**src/rtl/qra_pkg.sv**
```systemverilog
`timescale 1ns / 1ps

package qra_pkg;

  // Fixed-point format of every quaternion component and matrix entry.
  localparam int FRAC_BITS = 14;
  localparam int DATA_W    = 16;
  localparam int PROD_W    = 2 * DATA_W;
  // Wide enough for four full-scale products, or one plus two doubled products.
  localparam int ACC_W     = PROD_W + 3;

  localparam logic signed [DATA_W-1:0] ONE_Q    = DATA_W'(1 << FRAC_BITS);
  localparam logic signed [ACC_W-1:0]  ROUND_C  = ACC_W'(64'sd1 << (FRAC_BITS - 1));
  localparam logic signed [ACC_W-1:0]  ONE2_C   = ACC_W'(64'sd1 << (2 * FRAC_BITS));
  localparam logic signed [ACC_W-1:0]  SAT_MAX  = ACC_W'(32767);
  localparam logic signed [ACC_W-1:0]  SAT_MIN  = ACC_W'(-32768);

  // Sequencer program length: 16 Hamilton products, one gap, 18 matrix products.
  localparam int STEP_W    = 6;
  localparam int NUM_STEPS = 35;
  localparam logic [STEP_W-1:0] LAST_STEP = STEP_W'(NUM_STEPS - 1);
  localparam int NUM_ENTRIES = 9;

  typedef enum logic [1:0] {
    S_IDLE,
    S_RUN,
    S_DRAIN,
    S_FINISH
  } state_e;

  // Multiplier operand sources: stored, incoming and new quaternion.
  typedef enum logic [3:0] {
    O_W, O_X, O_Y, O_Z,
    I_W, I_X, I_Y, I_Z,
    N_W, N_X, N_Y, N_Z
  } opnd_e;

  // Destinations of a finished sum.
  typedef enum logic [3:0] {
    D_R00, D_R01, D_R02,
    D_R10, D_R11, D_R12,
    D_R20, D_R21, D_R22,
    D_NW, D_NX, D_NY, D_NZ
  } dest_e;

  typedef struct packed {
    logic  valid;
    opnd_e a;
    opnd_e b;
    logic  neg;
    logic  dbl;
    logic  init;
    logic  one;
    logic  last;
    dest_e dest;
  } uop_t;

  typedef struct packed {
    logic capture;
    logic commit;
    logic load_out;
    uop_t uop;
  } cmd_t;

  function automatic uop_t mk(opnd_e a, opnd_e b, logic neg, logic dbl, logic init,
                              logic one, logic last, dest_e dest);
    uop_t u;
    u.valid = 1'b1;
    u.a     = a;
    u.b     = b;
    u.neg   = neg;
    u.dbl   = dbl;
    u.init  = init;
    u.one   = one;
    u.last  = last;
    u.dest  = dest;
    return u;
  endfunction

  // Program of the shared multiply-accumulate unit, one product per step.
  function automatic uop_t ucode(logic [STEP_W-1:0] step);
    uop_t u;
    u = '0;
    case (step)
      // x of the product
      6'd0:  u = mk(O_W, I_X, 1'b0, 1'b0, 1'b1, 1'b0, 1'b0, D_NX);
      6'd1:  u = mk(O_X, I_W, 1'b0, 1'b0, 1'b0, 1'b0, 1'b0, D_NX);
      6'd2:  u = mk(O_Y, I_Z, 1'b0, 1'b0, 1'b0, 1'b0, 1'b0, D_NX);
      6'd3:  u = mk(O_Z, I_Y, 1'b1, 1'b0, 1'b0, 1'b0, 1'b1, D_NX);
      // y of the product
      6'd4:  u = mk(O_W, I_Y, 1'b0, 1'b0, 1'b1, 1'b0, 1'b0, D_NY);
      6'd5:  u = mk(O_Y, I_W, 1'b0, 1'b0, 1'b0, 1'b0, 1'b0, D_NY);
      6'd6:  u = mk(O_Z, I_X, 1'b0, 1'b0, 1'b0, 1'b0, 1'b0, D_NY);
      6'd7:  u = mk(O_X, I_Z, 1'b1, 1'b0, 1'b0, 1'b0, 1'b1, D_NY);
      // z of the product
      6'd8:  u = mk(O_W, I_Z, 1'b0, 1'b0, 1'b1, 1'b0, 1'b0, D_NZ);
      6'd9:  u = mk(O_Z, I_W, 1'b0, 1'b0, 1'b0, 1'b0, 1'b0, D_NZ);
      6'd10: u = mk(O_X, I_Y, 1'b0, 1'b0, 1'b0, 1'b0, 1'b0, D_NZ);
      6'd11: u = mk(O_Y, I_X, 1'b1, 1'b0, 1'b0, 1'b0, 1'b1, D_NZ);
      // w of the product
      6'd12: u = mk(O_W, I_W, 1'b0, 1'b0, 1'b1, 1'b0, 1'b0, D_NW);
      6'd13: u = mk(O_X, I_X, 1'b1, 1'b0, 1'b0, 1'b0, 1'b0, D_NW);
      6'd14: u = mk(O_Y, I_Y, 1'b1, 1'b0, 1'b0, 1'b0, 1'b0, D_NW);
      6'd15: u = mk(O_Z, I_Z, 1'b1, 1'b0, 1'b0, 1'b0, 1'b1, D_NW);
      // Step 16 is a gap so the last component lands before the matrix reads it.
      6'd17: u = mk(N_Y, N_Y, 1'b1, 1'b1, 1'b1, 1'b1, 1'b0, D_R00);
      6'd18: u = mk(N_Z, N_Z, 1'b1, 1'b1, 1'b0, 1'b0, 1'b1, D_R00);
      6'd19: u = mk(N_X, N_Y, 1'b0, 1'b1, 1'b1, 1'b0, 1'b0, D_R01);
      6'd20: u = mk(N_Z, N_W, 1'b1, 1'b1, 1'b0, 1'b0, 1'b1, D_R01);
      6'd21: u = mk(N_X, N_Z, 1'b0, 1'b1, 1'b1, 1'b0, 1'b0, D_R02);
      6'd22: u = mk(N_Y, N_W, 1'b0, 1'b1, 1'b0, 1'b0, 1'b1, D_R02);
      6'd23: u = mk(N_X, N_Y, 1'b0, 1'b1, 1'b1, 1'b0, 1'b0, D_R10);
      6'd24: u = mk(N_Z, N_W, 1'b0, 1'b1, 1'b0, 1'b0, 1'b1, D_R10);
      6'd25: u = mk(N_X, N_X, 1'b1, 1'b1, 1'b1, 1'b1, 1'b0, D_R11);
      6'd26: u = mk(N_Z, N_Z, 1'b1, 1'b1, 1'b0, 1'b0, 1'b1, D_R11);
      6'd27: u = mk(N_Y, N_Z, 1'b0, 1'b1, 1'b1, 1'b0, 1'b0, D_R12);
      6'd28: u = mk(N_X, N_W, 1'b1, 1'b1, 1'b0, 1'b0, 1'b1, D_R12);
      6'd29: u = mk(N_X, N_Z, 1'b0, 1'b1, 1'b1, 1'b0, 1'b0, D_R20);
      6'd30: u = mk(N_Y, N_W, 1'b1, 1'b1, 1'b0, 1'b0, 1'b1, D_R20);
      6'd31: u = mk(N_Y, N_Z, 1'b0, 1'b1, 1'b1, 1'b0, 1'b0, D_R21);
      6'd32: u = mk(N_X, N_W, 1'b0, 1'b1, 1'b0, 1'b0, 1'b1, D_R21);
      6'd33: u = mk(N_X, N_X, 1'b1, 1'b1, 1'b1, 1'b1, 1'b0, D_R22);
      6'd34: u = mk(N_Y, N_Y, 1'b1, 1'b1, 1'b0, 1'b0, 1'b1, D_R22);
      default: u = '0;
    endcase
    return u;
  endfunction

endpackage

```
**src/rtl/qra_ctrl.sv**
```systemverilog
`timescale 1ns / 1ps

module qra_ctrl import qra_pkg::*; (
  input  logic clk_i,
  input  logic rst_ni,
  input  logic in_valid_i,
  output logic in_ready_o,
  output logic out_valid_o,
  input  logic out_ready_i,
  output cmd_t cmd_o
);

  state_e            state_q, state_d;
  logic [STEP_W-1:0] step_q, step_d;
  logic              out_valid_q, out_valid_d;

  // State, step counter and output-valid registers.
  always_ff @(posedge clk_i or negedge rst_ni) begin
    if (!rst_ni) begin
      state_q     <= S_IDLE;
      step_q      <= '0;
      out_valid_q <= 1'b0;
    end else begin
      state_q     <= state_d;
      step_q      <= step_d;
      out_valid_q <= out_valid_d;
    end
  end

  // Next state and datapath commands.
  always_comb begin
    state_d    = state_q;
    step_d     = step_q;
    in_ready_o = 1'b0;
    cmd_o      = '0;
    case (state_q)
      S_IDLE: begin
        in_ready_o = 1'b1;
        if (in_valid_i) begin
          cmd_o.capture = 1'b1;
          step_d        = '0;
          state_d       = S_RUN;
        end
      end
      S_RUN: begin
        cmd_o.uop = ucode(step_q);
        if (step_q == LAST_STEP) begin
          state_d = S_DRAIN;
        end else begin
          step_d = step_q + 1'b1;
        end
      end
      S_DRAIN: begin
        // The new quaternion is complete; it becomes the stored orientation.
        cmd_o.commit = 1'b1;
        state_d      = S_FINISH;
      end
      S_FINISH: begin
        if (!out_valid_q || out_ready_i) begin
          cmd_o.load_out = 1'b1;
          state_d        = S_IDLE;
        end
      end
      default: state_d = S_IDLE;
    endcase
  end

  // The output register holds its request until it is taken.
  always_comb begin
    if (cmd_o.load_out) begin
      out_valid_d = 1'b1;
    end else if (out_ready_i) begin
      out_valid_d = 1'b0;
    end else begin
      out_valid_d = out_valid_q;
    end
  end

  assign out_valid_o = out_valid_q;

  a_load_free: assert property (@(posedge clk_i) disable iff (!rst_ni)
    cmd_o.load_out |-> (!out_valid_q || out_ready_i))
    else $error("output register overwritten while its request waits");

  a_accept_starts: assert property (@(posedge clk_i) disable iff (!rst_ni)
    (in_valid_i && in_ready_o) |=> (state_q == S_RUN && step_q == '0))
    else $error("accepted request did not start the program at step zero");

  a_step_range: assert property (@(posedge clk_i) disable iff (!rst_ni)
    (state_q == S_RUN) |-> (step_q <= LAST_STEP))
    else $error("step counter ran past the program");

  a_run_to_drain: assert property (@(posedge clk_i) disable iff (!rst_ni)
    (state_q == S_RUN && step_q == LAST_STEP) |=> (state_q == S_DRAIN))
    else $error("program end did not drain the accumulator");

endmodule

```
**src/rtl/qra_datapath.sv**
```systemverilog
`timescale 1ns / 1ps

module qra_datapath import qra_pkg::*; (
  input  logic                     clk_i,
  input  logic                     rst_ni,
  input  cmd_t                     cmd_i,
  input  logic signed [DATA_W-1:0] in_w_i,
  input  logic signed [DATA_W-1:0] in_x_i,
  input  logic signed [DATA_W-1:0] in_y_i,
  input  logic signed [DATA_W-1:0] in_z_i,
  output logic signed [DATA_W-1:0] res_o [NUM_ENTRIES]
);

  logic signed [DATA_W-1:0] orient_q [4];
  logic signed [DATA_W-1:0] in_q     [4];
  logic signed [DATA_W-1:0] nq_q     [4];
  logic signed [DATA_W-1:0] work_q   [NUM_ENTRIES];
  logic signed [DATA_W-1:0] out_q    [NUM_ENTRIES];

  logic signed [DATA_W-1:0] opa, opb;
  logic signed [PROD_W-1:0] prod_d, prod_q;
  uop_t                     pipe_q;
  logic signed [ACC_W-1:0]  acc_q, acc_d, term, base, shifted;
  logic signed [DATA_W-1:0] sat;

  function automatic logic signed [DATA_W-1:0] pick(
      opnd_e sel,
      logic signed [DATA_W-1:0] o [4],
      logic signed [DATA_W-1:0] i [4],
      logic signed [DATA_W-1:0] n [4]);
    logic signed [DATA_W-1:0] v;
    case (sel)
      O_W: v = o[0];
      O_X: v = o[1];
      O_Y: v = o[2];
      O_Z: v = o[3];
      I_W: v = i[0];
      I_X: v = i[1];
      I_Y: v = i[2];
      I_Z: v = i[3];
      N_W: v = n[0];
      N_X: v = n[1];
      N_Y: v = n[2];
      N_Z: v = n[3];
      default: v = '0;
    endcase
    return v;
  endfunction

  // Operand selection and the shared multiplier.
  assign opa    = pick(cmd_i.uop.a, orient_q, in_q, nq_q);
  assign opb    = pick(cmd_i.uop.b, orient_q, in_q, nq_q);
  assign prod_d = opa * opb;

  // Accumulate stage: scale and sign the product, add to the running sum.
  always_comb begin
    term = ACC_W'(prod_q);
    if (pipe_q.dbl) begin
      term = term <<< 1;
    end
    if (pipe_q.neg) begin
      term = -term;
    end
    base = pipe_q.one ? (ROUND_C + ONE2_C) : ROUND_C;
    acc_d = (pipe_q.init ? base : acc_q) + term;
  end

  // The rounding offset sits in the seed, so reduction is a floor shift and a clip.
  always_comb begin
    shifted = acc_d >>> FRAC_BITS;
    if (shifted > SAT_MAX) begin
      sat = DATA_W'(SAT_MAX);
    end else if (shifted < SAT_MIN) begin
      sat = DATA_W'(SAT_MIN);
    end else begin
      sat = shifted[DATA_W-1:0];
    end
  end

  // Pipeline control and the stored orientation.
  always_ff @(posedge clk_i or negedge rst_ni) begin
    if (!rst_ni) begin
      pipe_q      <= '0;
      orient_q[0] <= ONE_Q;
      orient_q[1] <= '0;
      orient_q[2] <= '0;
      orient_q[3] <= '0;
    end else begin
      pipe_q <= cmd_i.uop;
      if (cmd_i.commit) begin
        orient_q <= nq_q;
      end
    end
  end

  // Payload registers.
  always_ff @(posedge clk_i) begin
    if (cmd_i.capture) begin
      in_q[0] <= in_w_i;
      in_q[1] <= in_x_i;
      in_q[2] <= in_y_i;
      in_q[3] <= in_z_i;
    end
    prod_q <= prod_d;
    if (pipe_q.valid) begin
      acc_q <= acc_d;
      if (pipe_q.last) begin
        case (pipe_q.dest)
          D_NW:    nq_q[0] <= sat;
          D_NX:    nq_q[1] <= sat;
          D_NY:    nq_q[2] <= sat;
          D_NZ:    nq_q[3] <= sat;
          default: work_q[4'(pipe_q.dest)] <= sat;
        endcase
      end
    end
    if (cmd_i.load_out) begin
      out_q <= work_q;
    end
  end

  assign res_o = out_q;

endmodule

```
**src/rtl/quaternion_rotation_accumulator_unit.sv**
```systemverilog
`timescale 1ns / 1ps

// Keeps an orientation quaternion (reset to identity), multiplies it on the
// right by each incoming quaternion, stores the saturated product and returns
// the 3x3 rotation matrix of the new orientation. All values are 16-bit signed
// fixed point with FRAC_BITS fraction bits. After a request is accepted, a
// single shared 16x16 multiply-accumulate unit walks 34 products in program
// order, with one gap step; a drain state then empties its pipeline register
// and a finish state loads the result into the output register. The next
// request is accepted in the cycle after the load, so no request is taken
// while an earlier one is still being computed. A new request is accepted
// while the previous result still waits at the output; the load of its
// result then waits until the earlier result has been taken.
module quaternion_rotation_accumulator_unit import qra_pkg::*; (
  input  logic                     clk_i,
  input  logic                     rst_ni,
  input  logic                     in_valid_i,
  output logic                     in_ready_o,
  input  logic signed [DATA_W-1:0] in_w_i,
  input  logic signed [DATA_W-1:0] in_x_i,
  input  logic signed [DATA_W-1:0] in_y_i,
  input  logic signed [DATA_W-1:0] in_z_i,
  output logic                     out_valid_o,
  input  logic                     out_ready_i,
  output logic signed [DATA_W-1:0] r00_o,
  output logic signed [DATA_W-1:0] r01_o,
  output logic signed [DATA_W-1:0] r02_o,
  output logic signed [DATA_W-1:0] r10_o,
  output logic signed [DATA_W-1:0] r11_o,
  output logic signed [DATA_W-1:0] r12_o,
  output logic signed [DATA_W-1:0] r20_o,
  output logic signed [DATA_W-1:0] r21_o,
  output logic signed [DATA_W-1:0] r22_o
);

  cmd_t                     cmd;
  logic signed [DATA_W-1:0] res [NUM_ENTRIES];

  // Sequencer.
  qra_ctrl u_ctrl (
    .clk_i       (clk_i),
    .rst_ni      (rst_ni),
    .in_valid_i  (in_valid_i),
    .in_ready_o  (in_ready_o),
    .out_valid_o (out_valid_o),
    .out_ready_i (out_ready_i),
    .cmd_o       (cmd)
  );

  // Multiply-accumulate datapath and result registers.
  qra_datapath u_datapath (
    .clk_i  (clk_i),
    .rst_ni (rst_ni),
    .cmd_i  (cmd),
    .in_w_i (in_w_i),
    .in_x_i (in_x_i),
    .in_y_i (in_y_i),
    .in_z_i (in_z_i),
    .res_o  (res)
  );

  assign r00_o = res[0];
  assign r01_o = res[1];
  assign r02_o = res[2];
  assign r10_o = res[3];
  assign r11_o = res[4];
  assign r12_o = res[5];
  assign r20_o = res[6];
  assign r21_o = res[7];
  assign r22_o = res[8];

endmodule
```
**config.mk**
```make
export PLATFORM = sky130hd
export DESIGN_NAME = quaternion_rotation_accumulator_unit
export DESIGN_NICKNAME = d
export VERILOG_FILES = /design/src/rtl/qra_pkg.sv /design/src/rtl/qra_ctrl.sv /design/src/rtl/qra_datapath.sv /design/src/rtl/quaternion_rotation_accumulator_unit.sv
export SDC_FILE = /design/constraint.sdc
export NUM_CORES = 1
export LEC_CHECK = 0
export ABC_AREA = 1
export BUFFER_PORTS_ARGS = -buffer_cell sky130_fd_sc_hd__buf_2
export CAP_MARGIN = 5
export CORE_MARGIN = 4
export CORE_UTILIZATION = 35
export DETAILED_ROUTE_END_ITERATION = 12
export PLACE_DENSITY_LB_ADDON = 0.25
export SYNTH_ARGS = -nofsm -noshare
export SYNTH_HDL_FRONTEND = slang
export SYNTH_SLANG_ARGS = --single-unit
export TNS_END_PERCENT = 50
```
**constraint.sdc**
```tcl
create_clock -name clk_i -period 7.59 [get_ports clk_i]
set_input_delay 0 -clock clk_i [delete_from_list [all_inputs] [get_ports clk_i]]
set_output_delay 0 -clock clk_i [all_outputs]
set_load 0.05 [all_outputs]
```
==> out/qor.csv <==
metric,value,unit
status,completed,
synth_warnings,0,
grt_usage,18.8,%
fin_util,45.3,%
overflow,0,
setup_viol,0,
cap_violations,0,
grt_pass1_wl,152000,um
final.period_utilization,96.1,%
placed_cell_area,0.0400,mm^2
remaining_drc_errors,0,
finClkSkew,0.0620,ns
synth.avg_cell_area,9.52,um^2
worstSetupPathType,flop to flop,
ys_top_cells_by_area,"edfxtp_1, fa_1, nand2_1",
worstSkewPairLatency,0.67,ns
place.gp.congestion,0.886,
viasPerCell,4.67,
slowest_stage,fa_1,
ios,214,
holdWs,0.0672,ns
antenna_found_initial,2,
clkTransAtPathRegs,0.06,ns
placementRows,115,
ys_seq_area_share,46.5,%
synth_area,0.0350,mm^2
start_util,35.4,%
start_kind,flop,
syn-num-nets,4135,
synth_edf_count,451,
fmax,137,MHz
grt_util_met2,32.5,%
slowest_delay,0.56,ns
dp_hpwl,74000,um
rsz0062_at_grt,yes,
cts_tree,yes,
netlist.area_leader.share,38.7,%
nFillCells,9368,
slew_headroom,20.5,%
core_area,0.0987,mm^2
synth.distinct_cells,53,
numClockSinks,566,
dieArea,0.105,mm^2
cp-end-kind,flop,
die_h,324,um
vias,26500,
worst_pin_slew,1.19,ns
antenna_cells,0,
cts.root.buffer_cell,clkbuf_16,
nNetsFinal,4788,
report.final.hold_viol_count,0,
drive_above_1_share,23.1,%
synth-seq-cells,566,
met3_usage,2.88,%
hold_path_class,primary input to flop,
slew_viol_final,0,
numCtsBuffers,59,
dieWidth,324,um
grtUsageMet1,24.8,%
yosysTopAreaCell,edfxtp_1,
wirelength,101000,um
final_area,0.0447,mm^2
area_delta_synth_final,27.9,%
drt_iter0_drc,1890,
grt-busiest-layer,met2,
io_buffers,213,
cts.htree.levels,2,
arrival,7.84,ns
drt_first_pass_iters,6,
grt_max_degree,145,
synth_async_sr_flop_share,14.7,%
finalCriticalPeriod,7.29,ns
cpMostUsedCell,fa_1,
required,8.13,ns
routedWlPerCell,17.8,um
grt_pass1_vias,26200,
cts_buffer_depth,3,
ys.flop_type,edfxtp_1,
synthCells,3675,
ant_nets,0,
cp_max_fo,6,
regArea,0.0163,mm^2
multi_input_area,0.0166,mm^2
-- sequential cells by signal, summed over array words and instances, names as in the netlist --
register and count:
u_ctrl.step_q 6, u_datapath.orient_q 64, u_datapath.work_q 144, u_ctrl.state_q 2, u_datapath.acc_q 35, u_datapath.pipe_q 10, u_ctrl.out_valid_o 1, u_datapath.prod_q 32
u_datapath.in_q 64, u_datapath.res_o 144, u_datapath.nq_q 64
-- per-stage QoR --
stage	cells	TNS, ns	setup slack [ns]
after floorplan	3675	0	0.168
final	5664	0	0.296
after CTS	5588	0	0.00108
after global placement	5401	-2.09	-0.312
after global routing	5664	-0.125	-0.0383
after detailed placement	5401	-2.12	-0.321
-- worst paths after layout --
check | depth (start not counted) | to | slack, ns | start
worst min-delay path | 2 | u_datapath.in_q[30] | 0.07 | in_y_i[14]
min in group asynchronous | 4 | u_ctrl.state_q[1] | 0.51 | rst_ni
max in group asynchronous | 4 | u_datapath.pipe_q[7] | 6.39 | rst_ni
worst min register to register | 0 | u_datapath.res_o[45] | 0.38 | u_datapath.work_q[45]
worst max-delay path | 36 | u_datapath.prod_q[29] | 0.30 | u_ctrl.step_q[0]
worst max register to register | 36 | u_datapath.prod_q[29] | 0.30 | u_ctrl.step_q[0]
-- metal layers --
metal	vias to the layer above	wire length, um
met5	-	0
met4	0	3070
met3	169	5320
met2	702	49100
met1	12800	43500
li1	12800	-
-- layout by cell type, fill, tap and decap left out, drive strengths merged, types with 83 or more instances in the layout --
cell type  count
a21oi         83
o21ai        123
nand3        168
buf          614
nor2         260
ha           128
fa           264
nand2       1031
inv          729
edfxtp       451
-- area by class of cell --
type,count,share of cell area (%)
multi-input cells,2289,37.1
flip-flops and latches,566,36.4
repair buffers,687,12.4
inverters,725,6.12
well taps,1287,3.60
clock buffers,68,3.38
clock inverters,42,1.06
-- cells by family (layout without fill, tap and decap cells) --
family	count (synthesis)	after routing	share of synthesized area [%]
xor+xnor	92	92	2.30
flops	566	566	46.5
fa+ha+maj	392	392	19.7
mux	25	25	0.805
compound gates	258	258	4.12
simple gates	1521	1522	17.6
buf+inv	821	1522	9.03
-- cells in the mapped netlist, drive strengths merged (5+ instances only) --
master and number:
mux2 25, edfxtp 451, nand3 168, inv 725
clkbuf 38, nand4 10, dfrtp 82, o21ai 123
a21oi 83, ha 128, xnor2 35, nor3 32
o211ai 11, o21bai 9, nor2 260, nand2 1030
a21o 5, fa 264, nor4 9, dfxtp 32
a31oi 7, xor2 57, buf 58
-- repair_timing --
item,4_1_cts,5_1_grt
buffers inserted,8,66
endpoints found under the hold margin,116,0
gates resized for setup,25,321
endpoints found under the setup margin,14,20
gates cloned,0,10
hold buffers,69,0
pin swaps,9,181
-- worst max-delay path, delay by kind of cell, from the launching register on --
kind / cells / cell delay (ns)
adder cells (fa/ha/maj): 8 / 3.61
buffers and inverters: 10 / 1.07
AND/OR/NAND/NOR: 11 / 1.07
AO/OA/AOI/OAI: 6 / 0.89
flip-flops: 1 / 0.40
XOR/XNOR: 1 / 0.14
Power is not shown: default switching activity piles up to over one toggle a cycle in this logic, so the estimate is an artifact.
